$ cat config.mk
export PLATFORM = sky130hd
export DESIGN_NAME = iebus_frame_receiver
export DESIGN_NICKNAME = d
export VERILOG_FILES = /design/src/sv/ifr_pkg.sv /design/src/sv/ifr_regs.sv /design/src/sv/ifr_decoder.sv /design/src/sv/ifr_out_queue.sv /design/src/sv/iebus_frame_receiver.sv
export SDC_FILE = /design/constraint.sdc
export NUM_CORES = 1
export LEC_CHECK = 0
export BUFFER_PORTS_ARGS = -buffer_cell sky130_fd_sc_hd__buf_2
export CORE_AREA = 3 3 202 204
export DETAILED_ROUTE_END_ITERATION = 8
export DIE_AREA = 0 0 205 207
export HOLD_SLACK_MARGIN = 0.15
export PLACE_DENSITY = 0.75
export SETUP_SLACK_MARGIN = 0.02
export SLEW_MARGIN = 10
export SYNTH_ARGS = -nofsm -noshare
export SYNTH_HDL_FRONTEND = slang
export SYNTH_SLANG_ARGS = --single-unit
$ cat constraint.sdc
create_clock -name aclk -period 4.6 [get_ports aclk]
set_clock_uncertainty 0.05 [all_clocks]
set_input_delay 0.46 -clock aclk [delete_from_list [all_inputs] [get_ports aclk]]
set_output_delay 0.46 -clock aclk [all_outputs]
set_load 0.005 [all_outputs]
$ cat src/sv/ifr_pkg.sv
package ifr_pkg;

    localparam int TICK_W = 10;
    localparam int ADDR_W = 12;
    localparam int BYTE_W = 8;
    localparam int CNT_W  = 4;
    localparam int QUEUE_DEPTH = 4;
    localparam int QPTR_W = 2;
    localparam int QCNT_W = 3;
    localparam int PADDR_W = 4;

    localparam logic [3:0] MASTER_BITS = 4'd12;
    localparam logic [3:0] SLAVE_BITS  = 4'd12;
    localparam logic [3:0] CTRL_BITS   = 4'd4;
    localparam logic [3:0] LEN_BITS    = 4'd8;
    localparam logic [3:0] DATA_BITS   = 4'd8;

    // register indexes
    localparam logic [1:0] REG_DEVICE_ADDRESS = 2'd0;
    localparam logic [1:0] REG_BIT_ZERO_MIN   = 2'd1;
    localparam logic [1:0] REG_START_MIN      = 2'd2;
    localparam logic [1:0] REG_MAX_LENGTH     = 2'd3;

    localparam logic [11:0] RST_DEVICE_ADDRESS = 12'd0;
    localparam logic [9:0]  RST_BIT_ZERO_MIN   = 10'd26;
    localparam logic [9:0]  RST_START_MIN      = 10'd160;
    localparam logic [7:0]  RST_MAX_LENGTH     = 8'd32;

    // result kinds
    localparam logic [2:0] KIND_ACK    = 3'd0;
    localparam logic [2:0] KIND_HEADER = 3'd1;
    localparam logic [2:0] KIND_DATA   = 3'd2;
    localparam logic [2:0] KIND_DONE   = 3'd3;
    localparam logic [2:0] KIND_ERROR  = 3'd4;

    // error codes
    localparam logic [2:0] ERR_SHORT_START   = 3'd0;
    localparam logic [2:0] ERR_MASTER_PARITY = 3'd1;
    localparam logic [2:0] ERR_SLAVE_PARITY  = 3'd2;
    localparam logic [2:0] ERR_CTRL_PARITY   = 3'd3;
    localparam logic [2:0] ERR_LEN_PARITY    = 3'd4;
    localparam logic [2:0] ERR_TOO_LONG      = 3'd5;
    localparam logic [2:0] ERR_DATA_PARITY   = 3'd6;

    typedef enum logic [15:0] {
        PH_WAIT     = 16'h0001,
        PH_BCAST    = 16'h0002,
        PH_MASTER   = 16'h0004,
        PH_MASTER_P = 16'h0008,
        PH_SLAVE    = 16'h0010,
        PH_SLAVE_P  = 16'h0020,
        PH_SLAVE_A  = 16'h0040,
        PH_CTRL     = 16'h0080,
        PH_CTRL_P   = 16'h0100,
        PH_CTRL_A   = 16'h0200,
        PH_LEN      = 16'h0400,
        PH_LEN_P    = 16'h0800,
        PH_LEN_A    = 16'h1000,
        PH_DATA     = 16'h2000,
        PH_DATA_P   = 16'h4000,
        PH_DATA_A   = 16'h8000
    } phase_t;

    typedef struct packed {
        logic [ADDR_W-1:0] device_address;
        logic [TICK_W-1:0] bit_zero_min;
        logic [TICK_W-1:0] start_min;
        logic [BYTE_W-1:0] max_length;
    } cfg_t;

    typedef struct packed {
        logic [2:0]        kind;
        logic              broadcast;
        logic [ADDR_W-1:0] master_address;
        logic [ADDR_W-1:0] slave_address;
        logic [BYTE_W-1:0] data_length;
        logic [BYTE_W-1:0] data_byte;
        logic [BYTE_W-1:0] byte_index;
        logic [2:0]        error_code;
        logic              last;
    } result_t;

    typedef struct packed {
        logic    v0;
        logic    v1;
        result_t r0;
        result_t r1;
    } push_t;

    // fields not belonging to a kind read as zero
    function automatic result_t make_result(
        input logic [2:0]        kind,
        input logic [2:0]        code,
        input logic [BYTE_W-1:0] dbyte,
        input logic [BYTE_W-1:0] idx,
        input logic              bcast,
        input logic [ADDR_W-1:0] master,
        input logic [ADDR_W-1:0] slave,
        input logic [BYTE_W-1:0] len
    );
        result_t r;
        logic    hdr;
        hdr = (kind == KIND_HEADER) || (kind == KIND_DATA) || (kind == KIND_DONE);
        r.kind           = kind;
        r.broadcast      = hdr ? bcast : 1'b0;
        r.master_address = hdr ? master : '0;
        r.slave_address  = hdr ? slave : '0;
        r.data_length    = hdr ? len : '0;
        r.data_byte      = (kind == KIND_DATA) ? dbyte : '0;
        r.byte_index     = (kind == KIND_DATA) ? idx : '0;
        r.error_code     = (kind == KIND_ERROR) ? code : '0;
        r.last           = 1'b0;
        return r;
    endfunction

endpackage

$ cat src/sv/ifr_regs.sv
module ifr_regs
    import ifr_pkg::*;
(
    input  logic               aclk,
    input  logic               aresetn,
    input  logic               psel,
    input  logic               penable,
    input  logic               pwrite,
    input  logic [PADDR_W-1:0] paddr,
    input  logic [31:0]        pwdata,
    output logic [31:0]        prdata,
    output logic               pready,
    output cfg_t               cfg
);

    cfg_t cfg_reg;
    logic wr_en;

    assign pready = 1'b1;
    assign wr_en  = psel & penable & pwrite;
    assign cfg    = cfg_reg;

    always_ff @(posedge aclk) begin
        if (!aresetn) begin
            cfg_reg.device_address <= RST_DEVICE_ADDRESS;
            cfg_reg.bit_zero_min   <= RST_BIT_ZERO_MIN;
            cfg_reg.start_min      <= RST_START_MIN;
            cfg_reg.max_length     <= RST_MAX_LENGTH;
        end else if (wr_en) begin
            case (paddr[3:2])
                REG_DEVICE_ADDRESS: cfg_reg.device_address <= pwdata[ADDR_W-1:0];
                REG_BIT_ZERO_MIN:   cfg_reg.bit_zero_min   <= pwdata[TICK_W-1:0];
                REG_START_MIN:      cfg_reg.start_min      <= pwdata[TICK_W-1:0];
                REG_MAX_LENGTH:     cfg_reg.max_length     <= pwdata[BYTE_W-1:0];
                default: ;
            endcase
        end
    end

    always_comb begin
        case (paddr[3:2])
            REG_DEVICE_ADDRESS: prdata = {20'd0, cfg_reg.device_address};
            REG_BIT_ZERO_MIN:   prdata = {22'd0, cfg_reg.bit_zero_min};
            REG_START_MIN:      prdata = {22'd0, cfg_reg.start_min};
            REG_MAX_LENGTH:     prdata = {24'd0, cfg_reg.max_length};
            default:            prdata = '0;
        endcase
    end

endmodule

$ cat src/sv/ifr_decoder.sv
module ifr_decoder
    import ifr_pkg::*;
(
    input  logic              aclk,
    input  logic              aresetn,
    input  logic              in_fire,
    input  logic [TICK_W-1:0] high_ticks,
    input  cfg_t              cfg,
    output push_t             push
);

    phase_t            phase_reg, phase_next;
    logic [CNT_W-1:0]  bit_count_reg, bit_count_next;
    logic [ADDR_W-1:0] shift_reg, shift_next;
    logic              parity_reg, parity_next;
    logic              to_me_reg, to_me_next;
    logic              bcast_reg, bcast_next;
    logic [ADDR_W-1:0] master_reg, master_next;
    logic [ADDR_W-1:0] slave_reg, slave_next;
    logic [BYTE_W-1:0] length_reg, length_next;
    logic [BYTE_W-1:0] byte_cnt_reg, byte_cnt_next;

    logic              bit_val;
    logic [CNT_W-1:0]  cnt_inc;
    logic [ADDR_W-1:0] shift_inc;
    logic              parity_inc;
    logic              parity_ok;
    logic [BYTE_W:0]   byte_cnt_plus;
    logic              v0, v1;
    result_t           r0, r1;

    assign bit_val       = (high_ticks < cfg.bit_zero_min);
    assign cnt_inc       = bit_count_reg + 1'b1;
    assign shift_inc     = {shift_reg[ADDR_W-2:0], bit_val};
    assign parity_inc    = parity_reg ^ bit_val;
    assign parity_ok     = (bit_val == parity_reg);
    assign byte_cnt_plus = {1'b0, byte_cnt_reg} + 1'b1;

    always_comb begin
        phase_next     = phase_reg;
        bit_count_next = bit_count_reg;
        shift_next     = shift_reg;
        parity_next    = parity_reg;
        to_me_next     = to_me_reg;
        bcast_next     = bcast_reg;
        master_next    = master_reg;
        slave_next     = slave_reg;
        length_next    = length_reg;
        byte_cnt_next  = byte_cnt_reg;
        v0 = 1'b0;
        v1 = 1'b0;
        r0 = make_result(KIND_ACK, ERR_SHORT_START, '0, '0, 1'b0, '0, '0, '0);
        r1 = r0;
        case (phase_reg)
            PH_WAIT: begin
                if (high_ticks < cfg.start_min) begin
                    v0 = 1'b1;
                    r0 = make_result(KIND_ERROR, ERR_SHORT_START, '0, '0,
                                     1'b0, '0, '0, '0);
                end else begin
                    phase_next = PH_BCAST;
                end
            end
            PH_BCAST: begin
                bcast_next     = bit_val;
                bit_count_next = '0;
                shift_next     = '0;
                parity_next    = 1'b0;
                phase_next     = PH_MASTER;
            end
            PH_MASTER: begin
                bit_count_next = cnt_inc;
                shift_next     = shift_inc;
                parity_next    = parity_inc;
                if (cnt_inc >= MASTER_BITS) begin
                    master_next = shift_inc;
                    phase_next  = PH_MASTER_P;
                end
            end
            PH_MASTER_P: begin
                if (!parity_ok) begin
                    v0 = 1'b1;
                    r0 = make_result(KIND_ERROR, ERR_MASTER_PARITY, '0, '0,
                                     1'b0, '0, '0, '0);
                    phase_next = PH_WAIT;
                end else begin
                    bit_count_next = '0;
                    shift_next     = '0;
                    parity_next    = 1'b0;
                    phase_next     = PH_SLAVE;
                end
            end
            PH_SLAVE: begin
                bit_count_next = cnt_inc;
                shift_next     = shift_inc;
                parity_next    = parity_inc;
                if (cnt_inc >= SLAVE_BITS) begin
                    slave_next = shift_inc;
                    phase_next = PH_SLAVE_P;
                end
            end
            PH_SLAVE_P: begin
                if (!parity_ok) begin
                    v0 = 1'b1;
                    r0 = make_result(KIND_ERROR, ERR_SLAVE_PARITY, '0, '0,
                                     1'b0, '0, '0, '0);
                    phase_next = PH_WAIT;
                end else begin
                    to_me_next = (slave_reg == cfg.device_address);
                    v0         = (slave_reg == cfg.device_address);
                    phase_next = PH_SLAVE_A;
                end
            end
            PH_SLAVE_A: begin
                bit_count_next = '0;
                shift_next     = '0;
                parity_next    = 1'b0;
                phase_next     = PH_CTRL;
            end
            PH_CTRL: begin
                bit_count_next = cnt_inc;
                shift_next     = shift_inc;
                parity_next    = parity_inc;
                if (cnt_inc >= CTRL_BITS) begin
                    phase_next = PH_CTRL_P;
                end
            end
            PH_CTRL_P: begin
                if (!parity_ok) begin
                    v0 = 1'b1;
                    r0 = make_result(KIND_ERROR, ERR_CTRL_PARITY, '0, '0,
                                     1'b0, '0, '0, '0);
                    phase_next = PH_WAIT;
                end else begin
                    v0         = to_me_reg;
                    phase_next = PH_CTRL_A;
                end
            end
            PH_CTRL_A: begin
                bit_count_next = '0;
                shift_next     = '0;
                parity_next    = 1'b0;
                phase_next     = PH_LEN;
            end
            PH_LEN: begin
                bit_count_next = cnt_inc;
                shift_next     = shift_inc;
                parity_next    = parity_inc;
                if (cnt_inc >= LEN_BITS) begin
                    length_next = shift_inc[BYTE_W-1:0];
                    phase_next  = PH_LEN_P;
                end
            end
            PH_LEN_P: begin
                if (!parity_ok) begin
                    v0 = 1'b1;
                    r0 = make_result(KIND_ERROR, ERR_LEN_PARITY, '0, '0,
                                     1'b0, '0, '0, '0);
                    phase_next = PH_WAIT;
                end else begin
                    // header first, then the ack request
                    v0 = 1'b1;
                    r0 = make_result(KIND_HEADER, ERR_SHORT_START, '0, '0,
                                     bcast_reg, master_reg, slave_reg, length_reg);
                    v1 = to_me_reg;
                    phase_next = PH_LEN_A;
                end
            end
            PH_LEN_A: begin
                if (length_reg > cfg.max_length) begin
                    v0 = 1'b1;
                    r0 = make_result(KIND_ERROR, ERR_TOO_LONG, '0, '0,
                                     1'b0, '0, '0, '0);
                    phase_next = PH_WAIT;
                end else if (length_reg == '0) begin
                    v0 = 1'b1;
                    r0 = make_result(KIND_DONE, ERR_SHORT_START, '0, '0,
                                     bcast_reg, master_reg, slave_reg, length_reg);
                    phase_next = PH_WAIT;
                end else begin
                    byte_cnt_next  = '0;
                    bit_count_next = '0;
                    shift_next     = '0;
                    parity_next    = 1'b0;
                    phase_next     = PH_DATA;
                end
            end
            PH_DATA: begin
                bit_count_next = cnt_inc;
                shift_next     = shift_inc;
                parity_next    = parity_inc;
                if (cnt_inc >= DATA_BITS) begin
                    phase_next = PH_DATA_P;
                end
            end
            PH_DATA_P: begin
                if (!parity_ok) begin
                    v0 = 1'b1;
                    r0 = make_result(KIND_ERROR, ERR_DATA_PARITY, '0, '0,
                                     1'b0, '0, '0, '0);
                    phase_next = PH_WAIT;
                end else begin
                    v0 = 1'b1;
                    r0 = make_result(KIND_DATA, ERR_SHORT_START,
                                     shift_reg[BYTE_W-1:0], byte_cnt_reg,
                                     bcast_reg, master_reg, slave_reg, length_reg);
                    v1 = to_me_reg;
                    phase_next = PH_DATA_A;
                end
            end
            PH_DATA_A: begin
                if (byte_cnt_plus >= {1'b0, length_reg}) begin
                    v0 = 1'b1;
                    r0 = make_result(KIND_DONE, ERR_SHORT_START, '0, '0,
                                     bcast_reg, master_reg, slave_reg, length_reg);
                    phase_next = PH_WAIT;
                end else begin
                    byte_cnt_next  = byte_cnt_plus[BYTE_W-1:0];
                    bit_count_next = '0;
                    shift_next     = '0;
                    parity_next    = 1'b0;
                    phase_next     = PH_DATA;
                end
            end
            default: begin
                phase_next = PH_WAIT;
            end
        endcase
        r0.last = !v1;
        r1.last = 1'b1;
    end

    assign push.v0 = in_fire & v0;
    assign push.v1 = in_fire & v1;
    assign push.r0 = r0;
    assign push.r1 = r1;

    always_ff @(posedge aclk) begin
        if (!aresetn) begin
            phase_reg     <= PH_WAIT;
            bit_count_reg <= '0;
            shift_reg     <= '0;
            parity_reg    <= 1'b0;
            to_me_reg     <= 1'b0;
            bcast_reg     <= 1'b0;
            master_reg    <= '0;
            slave_reg     <= '0;
            length_reg    <= '0;
            byte_cnt_reg  <= '0;
        end else if (in_fire) begin
            phase_reg     <= phase_next;
            bit_count_reg <= bit_count_next;
            shift_reg     <= shift_next;
            parity_reg    <= parity_next;
            to_me_reg     <= to_me_next;
            bcast_reg     <= bcast_next;
            master_reg    <= master_next;
            slave_reg     <= slave_next;
            length_reg    <= length_next;
            byte_cnt_reg  <= byte_cnt_next;
        end
    end

endmodule

$ cat src/sv/ifr_out_queue.sv
module ifr_out_queue
    import ifr_pkg::*;
(
    input  logic    aclk,
    input  logic    aresetn,
    input  push_t   push,
    output logic    room,
    output logic    out_valid,
    input  logic    out_ready,
    output result_t out_word
);

    result_t            entry_reg [QUEUE_DEPTH];
    logic [QPTR_W-1:0]  wr_ptr_reg, wr_ptr_next;
    logic [QPTR_W-1:0]  rd_ptr_reg, rd_ptr_next;
    logic [QCNT_W-1:0]  count_reg, count_next;
    logic [QPTR_W-1:0]  wr_ptr_plus;
    logic [QCNT_W-1:0]  n_push;
    logic               pop;

    assign out_valid   = (count_reg != '0);
    assign out_word    = entry_reg[rd_ptr_reg];
    // two free entries cover the worst case of one incoming word
    assign room        = (count_reg <= QCNT_W'(QUEUE_DEPTH - 2));
    assign pop         = out_valid & out_ready;
    assign wr_ptr_plus = wr_ptr_reg + 1'b1;
    assign n_push      = QCNT_W'(push.v0) + QCNT_W'(push.v1);

    assign wr_ptr_next = wr_ptr_reg + n_push[QPTR_W-1:0];
    assign rd_ptr_next = rd_ptr_reg + QPTR_W'(pop);
    assign count_next  = count_reg + n_push - QCNT_W'(pop);

    always_ff @(posedge aclk) begin
        if (push.v0) begin
            entry_reg[wr_ptr_reg] <= push.r0;
        end
        if (push.v1) begin
            entry_reg[wr_ptr_plus] <= push.r1;
        end
    end

    always_ff @(posedge aclk) begin
        if (!aresetn) begin
            wr_ptr_reg <= '0;
            rd_ptr_reg <= '0;
            count_reg  <= '0;
        end else begin
            wr_ptr_reg <= wr_ptr_next;
            rd_ptr_reg <= rd_ptr_next;
            count_reg  <= count_next;
        end
    end

endmodule

$ cat src/sv/iebus_frame_receiver.sv
// a bus-bit word's results are written into the result queue at the edge that accepts it
// throughput: one bit word per cycle while the 4-entry result queue has room; the queue
//   takes a word while at least two entries are free
// a word that yields two results puts them on the output one after the other
// reset: synchronous active-low aresetn, waiting for a start bit, registers at defaults
module iebus_frame_receiver
    import ifr_pkg::*;
(
    input  logic               aclk,
    input  logic               aresetn,
    input  logic               psel,
    input  logic               penable,
    input  logic               pwrite,
    input  logic [PADDR_W-1:0] paddr,
    input  logic [31:0]        pwdata,
    output logic [31:0]        prdata,
    output logic               pready,
    input  logic               s_valid,
    output logic               s_ready,
    input  logic [TICK_W-1:0]  s_high_ticks,
    output logic               m_valid,
    input  logic               m_ready,
    output logic [2:0]         m_result_kind,
    output logic               m_broadcast,
    output logic [ADDR_W-1:0]  m_master_address,
    output logic [ADDR_W-1:0]  m_slave_address,
    output logic [BYTE_W-1:0]  m_data_length,
    output logic [BYTE_W-1:0]  m_data_byte,
    output logic [BYTE_W-1:0]  m_byte_index,
    output logic [2:0]         m_error_code,
    output logic               m_last
);

    cfg_t    cfg;
    push_t   push;
    logic    in_fire;
    logic    room;
    result_t out_word;

    assign s_ready = room;
    assign in_fire = s_valid & room;

    ifr_regs u_regs (
        .aclk    (aclk),
        .aresetn (aresetn),
        .psel    (psel),
        .penable (penable),
        .pwrite  (pwrite),
        .paddr   (paddr),
        .pwdata  (pwdata),
        .prdata  (prdata),
        .pready  (pready),
        .cfg     (cfg)
    );

    ifr_decoder u_decoder (
        .aclk       (aclk),
        .aresetn    (aresetn),
        .in_fire    (in_fire),
        .high_ticks (s_high_ticks),
        .cfg        (cfg),
        .push       (push)
    );

    ifr_out_queue u_queue (
        .aclk      (aclk),
        .aresetn   (aresetn),
        .push      (push),
        .room      (room),
        .out_valid (m_valid),
        .out_ready (m_ready),
        .out_word  (out_word)
    );

    assign m_result_kind    = out_word.kind;
    assign m_broadcast      = out_word.broadcast;
    assign m_master_address = out_word.master_address;
    assign m_slave_address  = out_word.slave_address;
    assign m_data_length    = out_word.data_length;
    assign m_data_byte      = out_word.data_byte;
    assign m_byte_index     = out_word.byte_index;
    assign m_error_code     = out_word.error_code;
    assign m_last           = out_word.last;

endmodule
==> summary.md <==
| Metric | Value |
|---|---|
| Worst Setup End Kind | `register` |
| Transition time of the tightest slew-check pin | `1.178 ns` |
| Root Buffer Master | `sky130_fd_sc_hd__clkbuf_16` |
| Leakage component of the power | `a little over 7 nW` |
| Worst relative slew slack | `0.2036` |
| Fraction of layout instances using a drive strength above 1 | `0.1519` |
| Worst-path cell chain | `ha_1 > and3_1 > nand3_1 > xnor2_1 > ha_1 > and4_1 > a21oi_1 > o221ai_1 > o21bai_4 > and3_4 > nand2_1 > and3_1 > ha_1 > ha_1 > fa_1 > xnor2_1 > nor2_1` |
| Xor and xnor fraction of the mapped netlist area | `0.01390` |
| EDFF count, synth | `0` |
| Multiplexer share of the synthesized area | `0.2202` |
| Worst hold path type | `in -> reg` |
| Critical Path Fanout Max | `10` |
| Largest register FFs | `~220` |
| Hold Slack | `0.1925 ns` |
| Number of post-CTS setup repair buffers | `0` |
| Main synth FF type | `sky130_fd_sc_hd__dfxtp_1` |
| Final RePlAce weighted congestion | `~0.93` |
| Post-CTS resize count | `0` |
| Antenna-violating nets left | `0` |
| Overall global routing resource usage | `0.2286` |
| H-Tree Depth | `2` |
| Most numerous cell in the Yosys netlist | `sky130_fd_sc_hd__dfxtp_1` |
| Post-synthesis adder-cell area fraction | `0.03093` |
| Final Hold Viols | `0` |
| Final setup violating endpoints | `0` |
| Number of ports placed on the die boundary | `144` |
| Sequential-to-total area share from yosys stat | `0.3916` |
| Hold buffers post-CTS | `12` |
| Core Box Area | `between 30000 and 40000 um2` |
| Total via count after detailed routing | `roughly 15000` |
| Required arrival time at the worst endpoint | `between 4 and 5 ns` |
| Initial antenna violation count | `0` |
| CTS buffer count | `39` |
| Initial cell density of the core | `0.4470` |
| Wire length of the first global-routing pass | `between 70000 and 80000 um` |
| Period utilization | `0.9385` |
| Part of the power in the clock network | `0.455` |
| Cell Rows | `73` |
| Min cycle time layout | `~4.3 ns` |
| Combinational cell fraction of total power | `0.106` |
| Vias in the first global route | `14470` |
| Latest clock arrival within the worst-skew pair | `approximately 0.55 ns` |
| Slowest Stage Delay on Critical Path | `0.53 ns` |
| Most common library cells after synthesis | `sky130_fd_sc_hd__dfxtp_1 (345), sky130_fd_sc_hd__nand2_1 (329), sky130_fd_sc_hd__mux2i_1 (244)` |
| Most Frequent Cell on Critical Path | `sky130_fd_sc_hd__ha_1` |
| GR Overflow Total | `0` |
| Sum of routed wire length over all layers | `around 50000 um` |
| Top-area cell type share of the netlist area | `0.3916` |
| Drt wl/cell | `roughly 20 um` |
| WP buf/inv | `0` |
| Cell area after synthesis | `approximately 18000 um2` |
| Compound-cell area share of the yosys netlist | `0.1122` |
| VDD IR-drop max | `approximately 0.23 mV` |
| Dominant cell type by area after synthesis | `sky130_fd_sc_hd__dfxtp_1` |
| Pwr dens | `between 300 and 400 nW/um2` |
| Launching element type of the critical path | `register` |
| Diodes inserted | `0` |
| Setup slack after layout | `between 0.2 and 0.3 ns` |
| Critical Path Slowest Stage Cell | `sky130_fd_sc_hd__dfxtp_1` |
| Number of buffers on the longest clock path | `3` |
| Mean number of vias per cell | `approximately 6` |
| Largest delay contributor family on the critical path | `adder cells` |
| Main combinational cell family by area after synthesis | `multiplexers` |
| Register bit total from synthesis | `345` |
| Largest cells by area after synthesis | `sky130_fd_sc_hd__dfxtp_1 (39%), sky130_fd_sc_hd__mux2i_1 (14%), sky130_fd_sc_hd__mux4_2 (8.2%), sky130_fd_sc_hd__nand2_1 (7.0%), sky130_fd_sc_hd__o211ai_1 (4.7%)` |
| Nets@finish | `approximately 2000` |
| Count of fill cells added during filler insertion | `3567` |
| Switching power share of the total | `0.2584` |
| TritonCTS clock tree | `yes` |
| Total of max-cap violations | `0` |
| Number of remaining DRC errors | `0` |
| Final Max Tran Viols | `0` |
| Overall power after layout | `around 7 mW` |
| Async SR Flop Fraction | `0` |
| Die Y | `about 210 um` |
| Result of the run | `complete, no violations` |
| Post-route setup TNS | `0 ns` |
| Overall die area | `around 42000 um2` |
| Warnings from Yosys | `0` |
| Upper clock frequency limit | `around 230 MHz` |
| Data arrival time of the worst path | `between 4 and 5 ns` |
| Half-perimeter wire length of the detailed placement result | `between 30000 and 40000 um` |
| Setup CP Type | `reg -> reg` |
| First-pass iteration count of the detailed router | `5` |
| Switching power | `roughly 1.8 mW` |
| Sinks on Clock Net | `around 350` |
| Die span in x | `about 210 um` |
| Synthesized area divided by synthesized cell count | `9.201 um2` |
| Unrepaired setup endpoints after global routing | `false` |
| Post-route core utilization | `0.5080` |
| Netlist cell types | `63` |
| DRC violation total after the first TritonRoute iteration | `about 1300` |
| Sequential power share | `0.440` |
| Largest net degree at the start of global routing | `109` |
| DP Worst Slack | `around 0.42 ns` |
| Clock Pin Slew Worst Setup and Hold Paths | `~0.06 ns` |
| Basic-gate share of the synthesized area counting and, or, nand and nor cells | `0.1693` |
| Area Growth Syn to Fin | `13.63%` |
| Port buffer count | `100` |
| Cell internal pwr | `5.291 mW` |
| Synthesized instance count | `1917` |
==> cells in the final DEF, fill, tap and decap left out, types with 16 or more instances in the layout <==
| cell | netlist | layout |
|---|---|---|
| sky130_fd_sc_hd__nand3_1 | 97 | 97 |
| sky130_fd_sc_hd__o21ai_0 | 40 | 39 |
| sky130_fd_sc_hd__a21oi_1 | 65 | 65 |
| sky130_fd_sc_hd__buf_4 | 26 | 37 |
| sky130_fd_sc_hd__o22ai_1 | 28 | 28 |
| sky130_fd_sc_hd__buf_2 | 10 | 100 |
| sky130_fd_sc_hd__nand2_1 | 329 | 329 |
| sky130_fd_sc_hd__nand4_1 | 27 | 27 |
| sky130_fd_sc_hd__xnor2_1 | 20 | 20 |
| sky130_fd_sc_hd__nor2_1 | 101 | 101 |
| sky130_fd_sc_hd__dfxtp_1 | 345 | 343 |
| sky130_fd_sc_hd__ha_1 | 42 | 42 |
| sky130_fd_sc_hd__inv_1 | 53 | 52 |
| sky130_fd_sc_hd__mux2i_1 | 244 | 244 |
| sky130_fd_sc_hd__nor3_1 | 17 | 16 |
| sky130_fd_sc_hd__clkbuf_16 | 0 | 39 |
| sky130_fd_sc_hd__mux4_2 | 64 | 64 |
| sky130_fd_sc_hd__o211ai_1 | 110 | 110 |
| sky130_fd_sc_hd__conb_1 | 2 | 21 |
==> path summary, 6_finish.rpt <==
kind / to / cells past startpoint / slack [ns] / start
max reg2reg: u_queue.count_reg[2] / 17 / 0.28 / u_decoder.byte_cnt_reg[0]
max: u_queue.count_reg[2] / 17 / 0.28 / u_decoder.byte_cnt_reg[0]
min: u_regs.cfg[5] / 2 / 0.19 / aresetn
min reg2reg: u_queue.entry_reg[0][1] / 2 / 0.40 / u_queue.entry_reg[0][1]
==> metal layers <==
| layer | GRT usage | part of all wire |
|---|---|---|
| met5 | 0 | 0 |
| met4 | 0.07188 | 0.028 |
| met3 | 0.03065 | 0.077 |
| met2 | 0.3622 | 0.46 |
| met1 | 0.3244 | 0.44 |
==> worst reg2reg max path, delay by kind of cell (launching register included) <==
family          cells  cell delay, ns
flops               1            0.53
simple gates        7            1.18
compound gates      3            0.50
xor+xnor            2            0.38
fa+ha+maj           5            1.53
==> per-stage QoR <==
step / instance area [um2] / instances
after CTS: 20040 / 2507
after floorplan: 17710 / 1936
after detailed placement: 18590 / 2425
after global routing: 20040 / 2507
final: 20040 / 2507
after global placement: 18590 / 2425
==> kinds of logic (layout without fill, tap and decap cells) <==
group	count (synthesis)	count (layout)
muxes	308	308
other	2	21
xor gates and xnor gates	28	28
DFF	345	345
AOI/OAI and AO/OA	300	300
adders and majority gates	43	43
buffers and inverters	236	282
and+or+nand+nor	655	655
==> layout make-up <==
type,instances,area (um2),share of cell area
inverters,53,198.9,0.009926
clock inverters,13,203.9,0.01018
repair buffers,159,1099,0.05481
well taps,525,656.9,0.03277
clock buffers,57,1134,0.05656
multi-input cells,1355,9839,0.4909
flip-flops and latches,345,6912,0.3448
==> power groups by stage <==
stage          Combinational [mW]  Sequential, mW  Clock [mW]
3_5_place_dp                0.732            3.20           0
6_report                    0.753            3.14        3.24
5_1_grt                     0.810            3.15        3.40
2_1_floorplan               0.564            3.12           0
3_3_place_gp                0.725            3.20           0
4_1_cts                     0.744            3.14        3.28
Power figures use the tool's default switching activity.
